[src/rtl/keyed_hex_text_encoder_macros.svh]
// assertion helpers shared by the encoder modules
`ifndef KEYED_HEX_TEXT_ENCODER_MACROS_SVH
`define KEYED_HEX_TEXT_ENCODER_MACROS_SVH

// same-cycle implication, held off during reset
`define KHTE_ASSERT_NOW(label, clk, rst_n, cond, expr) \
    label: assert property (@(posedge clk) disable iff (!rst_n) (cond) |-> (expr)) \
        else $error("khte check failed");

// next-cycle implication, held off during reset
`define KHTE_ASSERT_NEXT(label, clk, rst_n, cond, expr) \
    label: assert property (@(posedge clk) disable iff (!rst_n) (cond) |=> (expr)) \
        else $error("khte check failed");

`endif

[src/rtl/khte_pkg.sv]
`timescale 1ns / 1ps

package khte_pkg;

    localparam int unsigned COL_W  = 8;
    localparam int unsigned VAL_W  = 16;
    localparam int unsigned WORD_W = 32;
    localparam int unsigned CNT_W  = 3;
    localparam int unsigned KEY_W  = 15;

    localparam logic [WORD_W-1:0] NEWLINE_WORD = 32'h0A00_0000;
    localparam logic [CNT_W-1:0]  CNT_GROUP    = 3'd4;
    localparam logic [CNT_W-1:0]  CNT_NEWLINE  = 3'd1;

    typedef enum logic [1:0] {
        OPC_START  = 2'd0,
        OPC_DATA   = 2'd1,
        OPC_FINISH = 2'd2,
        OPC_RSVD   = 2'd3
    } opcode_t;

    typedef enum logic [1:0] {
        FMT_PASS    = 2'd0,
        FMT_ADD     = 2'd1,
        FMT_XOR     = 2'd2,
        FMT_NEWLINE = 2'd3
    } fmt_op_t;

    typedef enum logic [2:0] {
        S_IDLE,
        S_START,
        S_DATA,
        S_SIG,
        S_NL
    } seq_state_t;

    typedef struct packed {
        logic             valid;
        fmt_op_t          op;
        logic [VAL_W-1:0] a;
        logic [VAL_W-1:0] b;
        logic             last;
    } fmt_req_t;

    function automatic logic [7:0] hex_char(input logic [3:0] nib);
        logic [7:0] base;
        base = (nib < 4'd10) ? 8'h30 : 8'h57;
        hex_char = base + {4'h0, nib};
    endfunction

    function automatic logic [WORD_W-1:0] hex_word(input logic [VAL_W-1:0] v);
        hex_word = {hex_char(v[15:12]), hex_char(v[11:8]), hex_char(v[7:4]), hex_char(v[3:0])};
    endfunction

endpackage

[src/rtl/khte_fmt.sv]
`timescale 1ns / 1ps

module khte_fmt
(
    input  logic                         clk,
    input  logic                         rst_n,
    input  khte_pkg::fmt_req_t           req,
    output logic                         take,
    output logic                         out_valid,
    input  logic                         out_ready,
    output logic [khte_pkg::WORD_W-1:0]  text_word,
    output logic [khte_pkg::CNT_W-1:0]   char_count,
    output logic                         last_of_run
);

`include "keyed_hex_text_encoder_macros.svh"

    logic                        valid_reg, valid_next;
    logic [khte_pkg::WORD_W-1:0] word_reg, word_next;
    logic [khte_pkg::CNT_W-1:0]  count_reg, count_next;
    logic                        last_reg, last_next;
    logic [khte_pkg::VAL_W-1:0]  value;

    // shared add / xor unit feeding the hex converter
    always_comb
    begin
        case (req.op)
            khte_pkg::FMT_ADD:  value = req.a + req.b;
            khte_pkg::FMT_XOR:  value = req.a ^ req.b;
            khte_pkg::FMT_PASS: value = req.a;
            default:            value = req.a;
        endcase
    end

    assign take = req.valid && (!valid_reg || out_ready);

    always_comb
    begin
        valid_next = valid_reg;
        word_next  = word_reg;
        count_next = count_reg;
        last_next  = last_reg;
        if (take)
        begin
            valid_next = 1'b1;
            last_next  = req.last;
            if (req.op == khte_pkg::FMT_NEWLINE)
            begin
                word_next  = khte_pkg::NEWLINE_WORD;
                count_next = khte_pkg::CNT_NEWLINE;
            end
            else
            begin
                word_next  = khte_pkg::hex_word(value);
                count_next = khte_pkg::CNT_GROUP;
            end
        end
        else if (out_ready)
        begin
            valid_next = 1'b0;
        end
    end

    always_ff @(posedge clk or negedge rst_n)
    begin
        if (!rst_n)
        begin
            valid_reg <= 1'b0;
        end
        else
        begin
            valid_reg <= valid_next;
        end
    end

    always_ff @(posedge clk)
    begin
        word_reg  <= word_next;
        count_reg <= count_next;
        last_reg  <= last_next;
    end

    assign out_valid   = valid_reg;
    assign text_word   = word_reg;
    assign char_count  = count_reg;
    assign last_of_run = last_reg;

    `KHTE_ASSERT_NOW(a_count_legal, clk, rst_n, valid_reg,
        (count_reg == khte_pkg::CNT_GROUP) || (count_reg == khte_pkg::CNT_NEWLINE))
    `KHTE_ASSERT_NOW(a_newline_word, clk, rst_n, valid_reg && (count_reg == khte_pkg::CNT_NEWLINE),
        word_reg == khte_pkg::NEWLINE_WORD)
    `KHTE_ASSERT_NOW(a_newline_last, clk, rst_n, valid_reg && (count_reg == khte_pkg::CNT_NEWLINE),
        last_reg)

endmodule

[src/rtl/khte_seq.sv]
`timescale 1ns / 1ps

module khte_seq
#(
    parameter int unsigned LINE_WIDTH = 80
)
(
    input  logic                        clk,
    input  logic                        rst_n,
    input  logic                        cfg_we,
    input  logic [khte_pkg::KEY_W-1:0]  cfg_wdata,
    input  logic                        in_valid,
    output logic                        in_ready,
    input  logic [1:0]                  opcode,
    input  logic [63:0]                 file_size,
    input  logic [7:0]                  data_byte,
    output khte_pkg::fmt_req_t          req,
    input  logic                        take
);

`include "keyed_hex_text_encoder_macros.svh"

    localparam int unsigned GW = $clog2(LINE_WIDTH / 4 + 1);
    localparam logic [khte_pkg::COL_W-1:0] LW       = khte_pkg::COL_W'(LINE_WIDTH);
    localparam logic [khte_pkg::COL_W-1:0] LW_START = khte_pkg::COL_W'(LINE_WIDTH - 16);

    khte_pkg::seq_state_t           state_reg, state_next;
    logic [khte_pkg::COL_W-1:0]     cols_reg, cols_next;
    logic [khte_pkg::KEY_W-1:0]     key_reg, key_next;
    logic [63:0]                    size_reg, size_next;
    logic [7:0]                     byte_reg, byte_next;
    logic                           nl_reg, nl_next;
    logic [1:0]                     part_reg, part_next;
    logic [GW-1:0]                  grp_reg, grp_next;
    logic [GW-1:0]                  total_reg, total_next;
    logic [GW-1:0]                  grp_inc;
    logic                           accept;

    assign in_ready = (state_reg == khte_pkg::S_IDLE);
    assign accept   = in_valid && in_ready;
    assign grp_inc  = grp_reg + GW'(1);
    assign key_next = cfg_we ? cfg_wdata : key_reg;

    always_comb
    begin
        state_next = state_reg;
        cols_next  = cols_reg;
        size_next  = size_reg;
        byte_next  = byte_reg;
        nl_next    = nl_reg;
        part_next  = part_reg;
        grp_next   = grp_reg;
        total_next = total_reg;
        req.valid  = 1'b0;
        req.op     = khte_pkg::FMT_PASS;
        req.a      = size_reg[63:48];
        req.b      = '0;
        req.last   = 1'b0;
        case (state_reg)
            khte_pkg::S_IDLE:
            begin
                if (accept)
                begin
                    case (khte_pkg::opcode_t'(opcode))
                        khte_pkg::OPC_START:
                        begin
                            size_next  = file_size;
                            part_next  = 2'd0;
                            cols_next  = LW_START;
                            state_next = khte_pkg::S_START;
                        end
                        khte_pkg::OPC_DATA:
                        begin
                            byte_next  = data_byte;
                            nl_next    = (cols_reg <= 8'd4);
                            cols_next  = (cols_reg <= 8'd4) ? LW : cols_reg - 8'd4;
                            state_next = khte_pkg::S_DATA;
                        end
                        khte_pkg::OPC_FINISH:
                        begin
                            total_next = GW'(cols_reg >> 2);
                            grp_next   = '0;
                            cols_next  = LW;
                            state_next = (cols_reg < 8'd4) ? khte_pkg::S_NL : khte_pkg::S_SIG;
                        end
                        default:
                        begin
                            state_next = khte_pkg::S_IDLE;
                        end
                    endcase
                end
            end
            khte_pkg::S_START:
            begin
                req.valid = 1'b1;
                req.op    = khte_pkg::FMT_PASS;
                req.a     = size_reg[63:48];
                req.last  = (part_reg == 2'd3);
                if (take)
                begin
                    size_next = {size_reg[47:0], 16'h0000};
                    part_next = part_reg + 2'd1;
                    if (part_reg == 2'd3)
                    begin
                        state_next = khte_pkg::S_IDLE;
                    end
                end
            end
            khte_pkg::S_DATA:
            begin
                req.valid = 1'b1;
                req.op    = khte_pkg::FMT_ADD;
                req.a     = {4'h0, byte_reg, 4'h0};
                req.b     = {1'b0, key_reg};
                req.last  = !nl_reg;
                if (take)
                begin
                    state_next = nl_reg ? khte_pkg::S_NL : khte_pkg::S_IDLE;
                end
            end
            khte_pkg::S_SIG:
            begin
                req.valid = 1'b1;
                req.op    = khte_pkg::FMT_XOR;
                req.a     = khte_pkg::VAL_W'({grp_reg, 4'h0});
                req.b     = {5'b00000, key_reg[14:4]};
                if (take)
                begin
                    grp_next = grp_inc;
                    if (grp_inc == total_reg)
                    begin
                        state_next = khte_pkg::S_NL;
                    end
                end
            end
            khte_pkg::S_NL:
            begin
                req.valid = 1'b1;
                req.op    = khte_pkg::FMT_NEWLINE;
                req.last  = 1'b1;
                if (take)
                begin
                    state_next = khte_pkg::S_IDLE;
                end
            end
            default:
            begin
                state_next = khte_pkg::S_IDLE;
            end
        endcase
    end

    always_ff @(posedge clk or negedge rst_n)
    begin
        if (!rst_n)
        begin
            state_reg <= khte_pkg::S_IDLE;
            cols_reg  <= LW;
            key_reg   <= '0;
        end
        else
        begin
            state_reg <= state_next;
            cols_reg  <= cols_next;
            key_reg   <= key_next;
        end
    end

    always_ff @(posedge clk)
    begin
        size_reg  <= size_next;
        byte_reg  <= byte_next;
        nl_reg    <= nl_next;
        part_reg  <= part_next;
        grp_reg   <= grp_next;
        total_reg <= total_next;
    end

    `KHTE_ASSERT_NOW(a_cols_bound, clk, rst_n, 1'b1, cols_reg <= LW)
    `KHTE_ASSERT_NOW(a_sig_in_range, clk, rst_n, state_reg == khte_pkg::S_SIG,
        grp_reg < total_reg)
    `KHTE_ASSERT_NEXT(a_start_ends, clk, rst_n,
        (state_reg == khte_pkg::S_START) && take && (part_reg == 2'd3),
        state_reg == khte_pkg::S_IDLE)

endmodule

[src/rtl/keyed_hex_text_encoder.sv]
`timescale 1ns / 1ps
// channel | direction | payload                             | handshake
// input   | in        | opcode, file_size, data_byte        | in_valid / in_ready
// output  | out       | text_word, char_count, last_of_run  | out_valid / out_ready
// config  | in        | cfg_wdata (key offset)              | cfg_we
// items are taken only when idle; each result word goes through the shared formatter
// data byte: 1 word, 2 on a line wrap; start: 4 words; finish: columns_left/4 + newline
// a stalled output holds the formatter and the sequencer in place
// rst_n clears state, key offset and output valid; columns_left resets to LINE_WIDTH

module keyed_hex_text_encoder
#(
    parameter int unsigned LINE_WIDTH = 80
)
(
    input  logic                         clk,
    input  logic                         rst_n,
    input  logic                         cfg_we,
    input  logic [khte_pkg::KEY_W-1:0]   cfg_wdata,
    input  logic                         in_valid,
    output logic                         in_ready,
    input  logic [1:0]                   opcode,
    input  logic [63:0]                  file_size,
    input  logic [7:0]                   data_byte,
    output logic                         out_valid,
    input  logic                         out_ready,
    output logic [khte_pkg::WORD_W-1:0]  text_word,
    output logic [khte_pkg::CNT_W-1:0]   char_count,
    output logic                         last_of_run
);

    khte_pkg::fmt_req_t req;
    logic               take;

    khte_seq
    #(
        .LINE_WIDTH (LINE_WIDTH)
    )
    u_seq
    (
        .clk       (clk),
        .rst_n     (rst_n),
        .cfg_we    (cfg_we),
        .cfg_wdata (cfg_wdata),
        .in_valid  (in_valid),
        .in_ready  (in_ready),
        .opcode    (opcode),
        .file_size (file_size),
        .data_byte (data_byte),
        .req       (req),
        .take      (take)
    );

    khte_fmt u_fmt
    (
        .clk         (clk),
        .rst_n       (rst_n),
        .req         (req),
        .take        (take),
        .out_valid   (out_valid),
        .out_ready   (out_ready),
        .text_word   (text_word),
        .char_count  (char_count),
        .last_of_run (last_of_run)
    );

endmodule
[config.mk]
export PLATFORM = sky130hd
export DESIGN_NAME = keyed_hex_text_encoder
export DESIGN_NICKNAME = d
export VERILOG_FILES = /design/src/rtl/khte_pkg.sv /design/src/rtl/khte_fmt.sv /design/src/rtl/khte_seq.sv /design/src/rtl/keyed_hex_text_encoder.sv
export VERILOG_INCLUDE_DIRS = /design/src /design/src/rtl
export SDC_FILE = /design/constraint.sdc
export NUM_CORES = 1
export LEC_CHECK = 0
export BUFFER_PORTS_ARGS = -buffer_cell sky130_fd_sc_hd__buf_4
export CAP_MARGIN = 10
export CORE_MARGIN = 2
export CORE_UTILIZATION = 42
export DETAILED_ROUTE_END_ITERATION = 12
export PLACE_DENSITY = 0.67
export SLEW_MARGIN = 10
export SYNTH_ARGS = -nofsm -noshare
export SYNTH_HDL_FRONTEND = slang
export SYNTH_SLANG_ARGS = --single-unit
[constraint.sdc]
create_clock -name clk -period 8.3 [get_ports clk]
set_clock_uncertainty 0.05 [all_clocks]
set_input_delay 1.245 -clock clk [delete_from_list [all_inputs] [get_ports clk]]
set_output_delay 1.245 -clock clk [all_outputs]
set_load 0.02 [all_outputs]
# --- Word-level counts from Yosys, hierarchy flattened ---
# Index checks and enable logic that the tools add are counted.
# W data, S select, Z words.
classes:
  add_sub_neg: 8
  mul: 0
  div_mod_pow: 0
  n_lt_le_gt_ge: 6
  n_eq_ne: 20
  shifts: 0
  n_mux: 37
  n_bitwise: 1
  reduce_logical: 17
op_table:
  columns: ["operator", "count"]
  rows:
  - ["$mux W64", 3]
  - ["$pmux W64 S2", 1]
  - ["$pmux W16 S2", 2]
  - ["$add A8 B4 Y8", 4]
  - ["$mux W3", 10]
  - ["$pmux W15 S2", 1]
  - ["$mux W7", 4]
  - ["$pmux W8 S3", 1]
  - ["$add A16 B15 Y16", 1]
  - ["$lt A4 B4 Y1 const B", 4]
  - ["$xor A16 B15 Y16", 1]
  - ["$mux W5", 3]
  - ["$pmux W3 S5", 1]
  - ["$ne A2 B2 Y1 const B", 7]
  - ["$pmux W3 S4", 1]
  - ["$pmux W5 S2", 1]
  - ["$pmux W3 S3", 1]
  - ["$reduce_and A3 Y1", 3]
  - ["$eq A2 B2 Y1 const B", 4]
  - ["$le A8 B3 Y1 const B", 1]
  - ["$lt A8 B3 Y1 const B", 1]
  - ["$mux W8", 1]
  - ["$reduce_and A4 Y1", 2]
  - ["$sub A8 B3 Y8 const B", 1]
  - ["20 further kinds", 30]
word_totals:
  register_bits: 148
  latchBits: 0
  ram_bits: 0
  romBits: 0
  input_bits: 94
  output_inout_bits: 38
  word_cells: 102
  mem_count: 0

# --- Depth between registers and ports, before layout ---
depth:
  depth_word: 7
  depth_mapped: 25
  ltp_nobuf: 20

# --- Modules after synthesis ---
# From an unflattened synthesis, not the netlist that was laid out.
unflattened:
  cells_unflattened: 686
  area_unflattened_um2: 8139.1
by_module_without_submodules:
  columns: ["module", "n_inst", "cells_each", "area_per_inst_um2", "seq_area_each_um2"]
  rows:
  - ["khte_seq", 1, 376, 5275.1, 3155.5]
  - ["khte_fmt", 1, 310, 2864.0, 955.9]

# --- Worst setup path before layout ---
# No wires, ideal clock.
synth_timing:
  kind: "input-to-reg"
  from: "input opcode[0]"
  to: "register u_seq.part_reg[0] (enable)"
  setup_time_ns: 0.571
  arrival_time_ns: 6.163
  t_required_ns: 7.679
  path_slack_ns: 1.516
  stages: 5
  n_path_buf: 0
  cell_sequence: "inv_1 > ha_1 > and3_1 > a21oi_1 > nor3_1"
synth_between:
  elab_chain_len: 3
synth_rtl:
  columns: ["element", "line_no", "text"]
  rows:
  - ["start: declaration", "keyed_hex_text_encoder.sv:22", "input logic [1:0] opcode,"]
  - ["$logic_not A2 Y1", "khte_seq.sv:64", "case (khte_pkg::opcode_t'(opcode))"]
  - ["$ne A2 B2 Y1 (no line)", null, null]
  - ["$reduce_and A4 Y1 (no line)", null, null]
  - ["end signal: assignment", "khte_seq.sv:174", "part_reg <= part_next;"]
  - ["end: declaration", "khte_seq.sv:33", "logic [1:0] part_reg, part_next;"]
# Every way passes these cells.
# A chain may end at the register's enable or synchronous reset.

# --- Final worst setup path ---
layout_timing:
  from: "register u_seq.state_reg[0]"
  to: "register u_fmt.word_reg, in the netlist u_fmt.text_word[20], data pin"
layout_between:
  elab_chain_len: 7
  elab_cells_between_ends: 16
  cone_classes: "2 x add/sub; 1 x order compare; 7 x eq/ne; 5 x mux; 1 x bitwise"
layout_rtl:
  columns: ["element", "line_no", "text"]
  rows:
  - ["start: declaration", "khte_seq.sv:27", "khte_pkg::seq_state_t state_reg, state_next;"]
  - ["start signal: assignment", "khte_seq.sv:157", "state_reg <= khte_pkg::S_IDLE;"]
  - ["start signal: assignment", "khte_seq.sv:163", "state_reg <= state_next;"]
  - ["$eq A3 B2 Y1 (tied with other cells)", "khte_seq.sv:59", "case (state_reg)"]
  - ["$pmux W16 S2 (tied with other cells)", "khte_seq.sv:59", null]
  - ["$add A16 B15 Y16 (tied with other cells)", "khte_fmt.sv:28", "khte_pkg::FMT_ADD: value = req.a + req.b;"]
  - ["$pmux W16 S2", "khte_fmt.sv:27", "case (req.op)"]
  - ["$lt A4 B4 Y1", "khte_pkg.sv:47", "base = (nib < 4'd10) ? 8'h30 : 8'h57;"]
  - ["$mux W7", "khte_pkg.sv:47", null]
  - ["$add A8 B4 Y8", "khte_pkg.sv:48", "hex_char = base + {4'h0, nib};"]
  - ["end signal: assignment", "khte_fmt.sv:78", "word_reg <= word_next;"]
  - ["end: declaration", "khte_fmt.sv:19", "logic [khte_pkg::WORD_W-1:0] word_reg, word_next;"]
# Several ways; a longest one is shown, not always the timed one.

==> results.md <==
* Status: completed
* Drt first pass iters at 4
* Post-Syn Area at 7740 µm²
* Setup TNS at 0 ps
* FF+latch count, synth at roughly 140
* WL final at 17,600 µm
* Total Power at 3.60 mW
* Max-slew headroom at a little over two fifths
* Main synth FF type: edfxtp_1
* Drt drc at 0
* Yosys Warn Count at 0
* CTS Buf Count at 17
* Crit start category: flip-flop
* Die Width at 140 µm
* RSZ-0062 raised after global routing: false
* Bufs and invs on worst path at 5
* Hold Fails Final Rpt at 0
* Placed Cells at 986
* Worst Setup SP: u_seq.state_reg[0]
* Post-layout util at between 50 and 60%
* Fmax at 190 MHz
* Die area at 19,500 µm²
* Fin crit share at between 60% and 70%
* Initial Util at between 40% and 50%
* Post-Place Worst Slack at approximately 3100 ps
* Rows at just under 50
* CP Max Fanout at 25
* Global-route wire length before repair at 28,200 µm
* Largest net degree at the start of global routing at 67
* Critical-path cell list: buf_4 > mux2_2 > nand2_1 > inv_1 > ha_1 > a21o_1 > and4_4 > o21a_1 > o21a_1 > xnor2_1 > o21ai_0 > inv_1 > a21bo_2 > inv_1 > ha_1 > inv_1 > fa_1 > o21ai_0 > a21oi_1
* Root buf cell: clkbuf_16
* Adder-cell area share of the yosys netlist at roughly 6.3%
* H-tree depth at 4
* Hold crit path type: flip-flop to flip-flop
* Commonest non-fill, non-tap cell in the layout: buf_4
* Core footprint at about 18,000 µm²
* Vias after detailed routing at 5,443
* CP most frequent cell: inv_1
* CP required at 8380 ps
* ANT cells at 0
* Crit-path leading delay family: compound AO/OA/AOI/OAI gates
* Gr usage total at 18.3%
* CP Depth at 19
* CP endpoint: u_fmt.text_word[20]
* Slew Limit Fails at 0
* Commonest non-fill, non-tap cells in the layout: buf_4, edfxtp_1, mux2_2
* Total leakage power at 3.81 nW
* Clock slew at reported path FFs at 60 ps
* Initial antenna violation count at 0
* Vias per Instance at ~5.3
* Clock Path Buffers at 2
* XOR/XNOR Fraction of Synth Area at roughly 2.3%
* Crit path DAT at 5350 ps
* Non-Filler Instances at approximately 1,000
* Final setup margin at 3030 ps
* # setup viols final at 0
* Sequential share of the synthesized area at 53.1%
* Largest family of logic cells by synthesized area: simple AND/OR/NAND/NOR gates
* Worst reg2reg path depth at 19
* Reg2Reg Setup Slack at between 3000 and 4000 ps
* Final nets at a little over 900
* # resized after CTS at 0
* Post-Syn Instances at 659
* Mux cell area share after synthesis at approximately an eighth
* Slew of the pin with the lowest slew margin at 848 ps
* Compound-Gate Fraction of Synth Area at 10.2%
* Postcts setup bufs at 0
* Reg-to-Reg End: u_fmt.text_word[20]
* Crit Reg-Reg Startpoint: u_seq.state_reg[0]
* Critical path type: flip-flop to flip-flop
* Chip height at 140 µm
* PD cells at between 300 and 400 nW/µm²
* Grt ovf at 0
* Clk_lat worst skew at around 420 ps
* Async S/R FF share, synth at between 10% and 20%
* Layout cells sized above 1 at 31.6%
* I/O Buffers at 126
* Largest register FFs at 64
* Max_cap viols at 0
* Area grow syn2layout at 22.1%
* CTS sink count at 141
* Vias in the first global route at 5,529
* EDFF count, synth at 116
* DR iter-0 viols at 269
* IO Count at 132
* Syn avg cell area at 11.7 µm²
* Final Critical Period at about 5300 ps
* Crit. End Element: flip-flop
* CTS tree: done
* Maximum vdd ir drop at about 0.0003 V
* Number of routed nets with antenna violations at 0
* HPWL after DPL at between 10,000 and 15,000 µm
* Worst path slowest cell: dfrtp_1
* Hold_buf cts at 0
* Routability Congestion at ~0.86
* Drt wl/cell at between 15 and 20 µm
* Delay of the slowest critical-path stage at 900 ps
* Simple-gate portion of the synthesized area at 12.5%
* Library cells used by synthesis at 66
-- synthesized netlist by cell type, drive strengths merged, types with 4 or more instances --
library cell | instances | area [µm²]
dfrtp | 23 | 576
nand3 | 16 | 80.1
ha | 31 | 388
buf | 23 | 141
inv | 28 | 105
nand2b | 5 | 31.3
fa | 5 | 100
o21a | 5 | 37.5
a211oi | 4 | 30.0
nor3 | 9 | 50.1
mux2i | 18 | 180
a21oi | 49 | 257
and2 | 13 | 81.3
nor2 | 52 | 195
o211ai | 6 | 45.0
xnor2 | 11 | 96.3
mux2 | 64 | 721
a31oi | 5 | 31.3
and4 | 4 | 37.5
o21ai | 24 | 124
or3 | 7 | 48.8
nand2 | 36 | 138
xor2 | 9 | 78.8
edfxtp | 116 | 3480
and3 | 13 | 81.3
clkbuf | 15 | 56.3
nor2b | 22 | 138
a21o | 8 | 60.1
-- worst reg2reg max path, delay by kind of cell, from the launching register on --
family / cells / cell delay [ps]
multiplexers: 1 / 390
flip-flops: 1 / 900
AO/OA/AOI/OAI: 7 / 1460
adder cells (fa/ha/maj): 3 / 870
buffers and inverters: 5 / 840
AND/OR/NAND/NOR: 2 / 350
XOR/XNOR: 1 / 120
-- worst min path at each step --
stage / to / cells past startpoint / startpoint
2_1_floorplan: u_seq.total_reg[1] / 0 / u_seq.cols_reg[3]
3_3_place_gp: u_seq.key_reg[2] / 1 / u_seq.key_reg[2]
3_5_place_dp: u_seq.key_reg[1] / 1 / u_seq.key_reg[1]
4_1_cts: u_seq.total_reg[1] / 0 / u_seq.cols_reg[3]
5_1_grt: u_seq.key_reg[3] / 1 / u_seq.key_reg[3]
6_report: u_seq.key_reg[3] / 1 / u_seq.key_reg[3]
-- final cells by class --
cell class	count	area (µm²)
Clock buffer	17	425
Inverter	28	105
Fill cell	1602	8570
Clock inverter	15	171
Tap cell	229	287
Timing Repair Buffer	132	991
Multi-Input combinational cell	456	3360
Sequential cell	141	4110
-- logic make-up (layout without fill, tap and decap cells) --
logic type      count (synthesis)  count (layout)
simple gates                  189             189
other cells                     1               5
compound gates                124             124
flops                         141             141
fa+ha+maj                      36              36
buf+inv                        66             192
mux                            82              82
xor+xnor                       20              20
-- report_power, final --
part	switching, mW	total (mW)	internal, mW
Sequential	0.106	1.23	1.12
Clock	0.315	0.768	0.453
Combinational	0.961	1.60	0.638
Total	1.38	3.60	2.21
-- through the flow --
stage / area [µm²] / hold slack (ps)
detailed placement: 8850 / 455
floorplan: 7760 / 419
global placement: 8850 / 458
finish: 9450 / 463
global route: 9450 / 489
CTS: 9450 / 465
-- metal layers --
| metal | global-route usage [%] | wire [µm] | vias up |
|---|---|---|---|
| li1 | - | - | 2644 |
| met1 | 22.3 | 7290 | 2609 |
| met2 | 30.4 | 8560 | 162 |
| met3 | 6.23 | 1320 | 28 |
| met4 | 6.68 | 402 | 0 |
| met5 | 0 | 0 | - |
(Power assumes the default switching activity.)
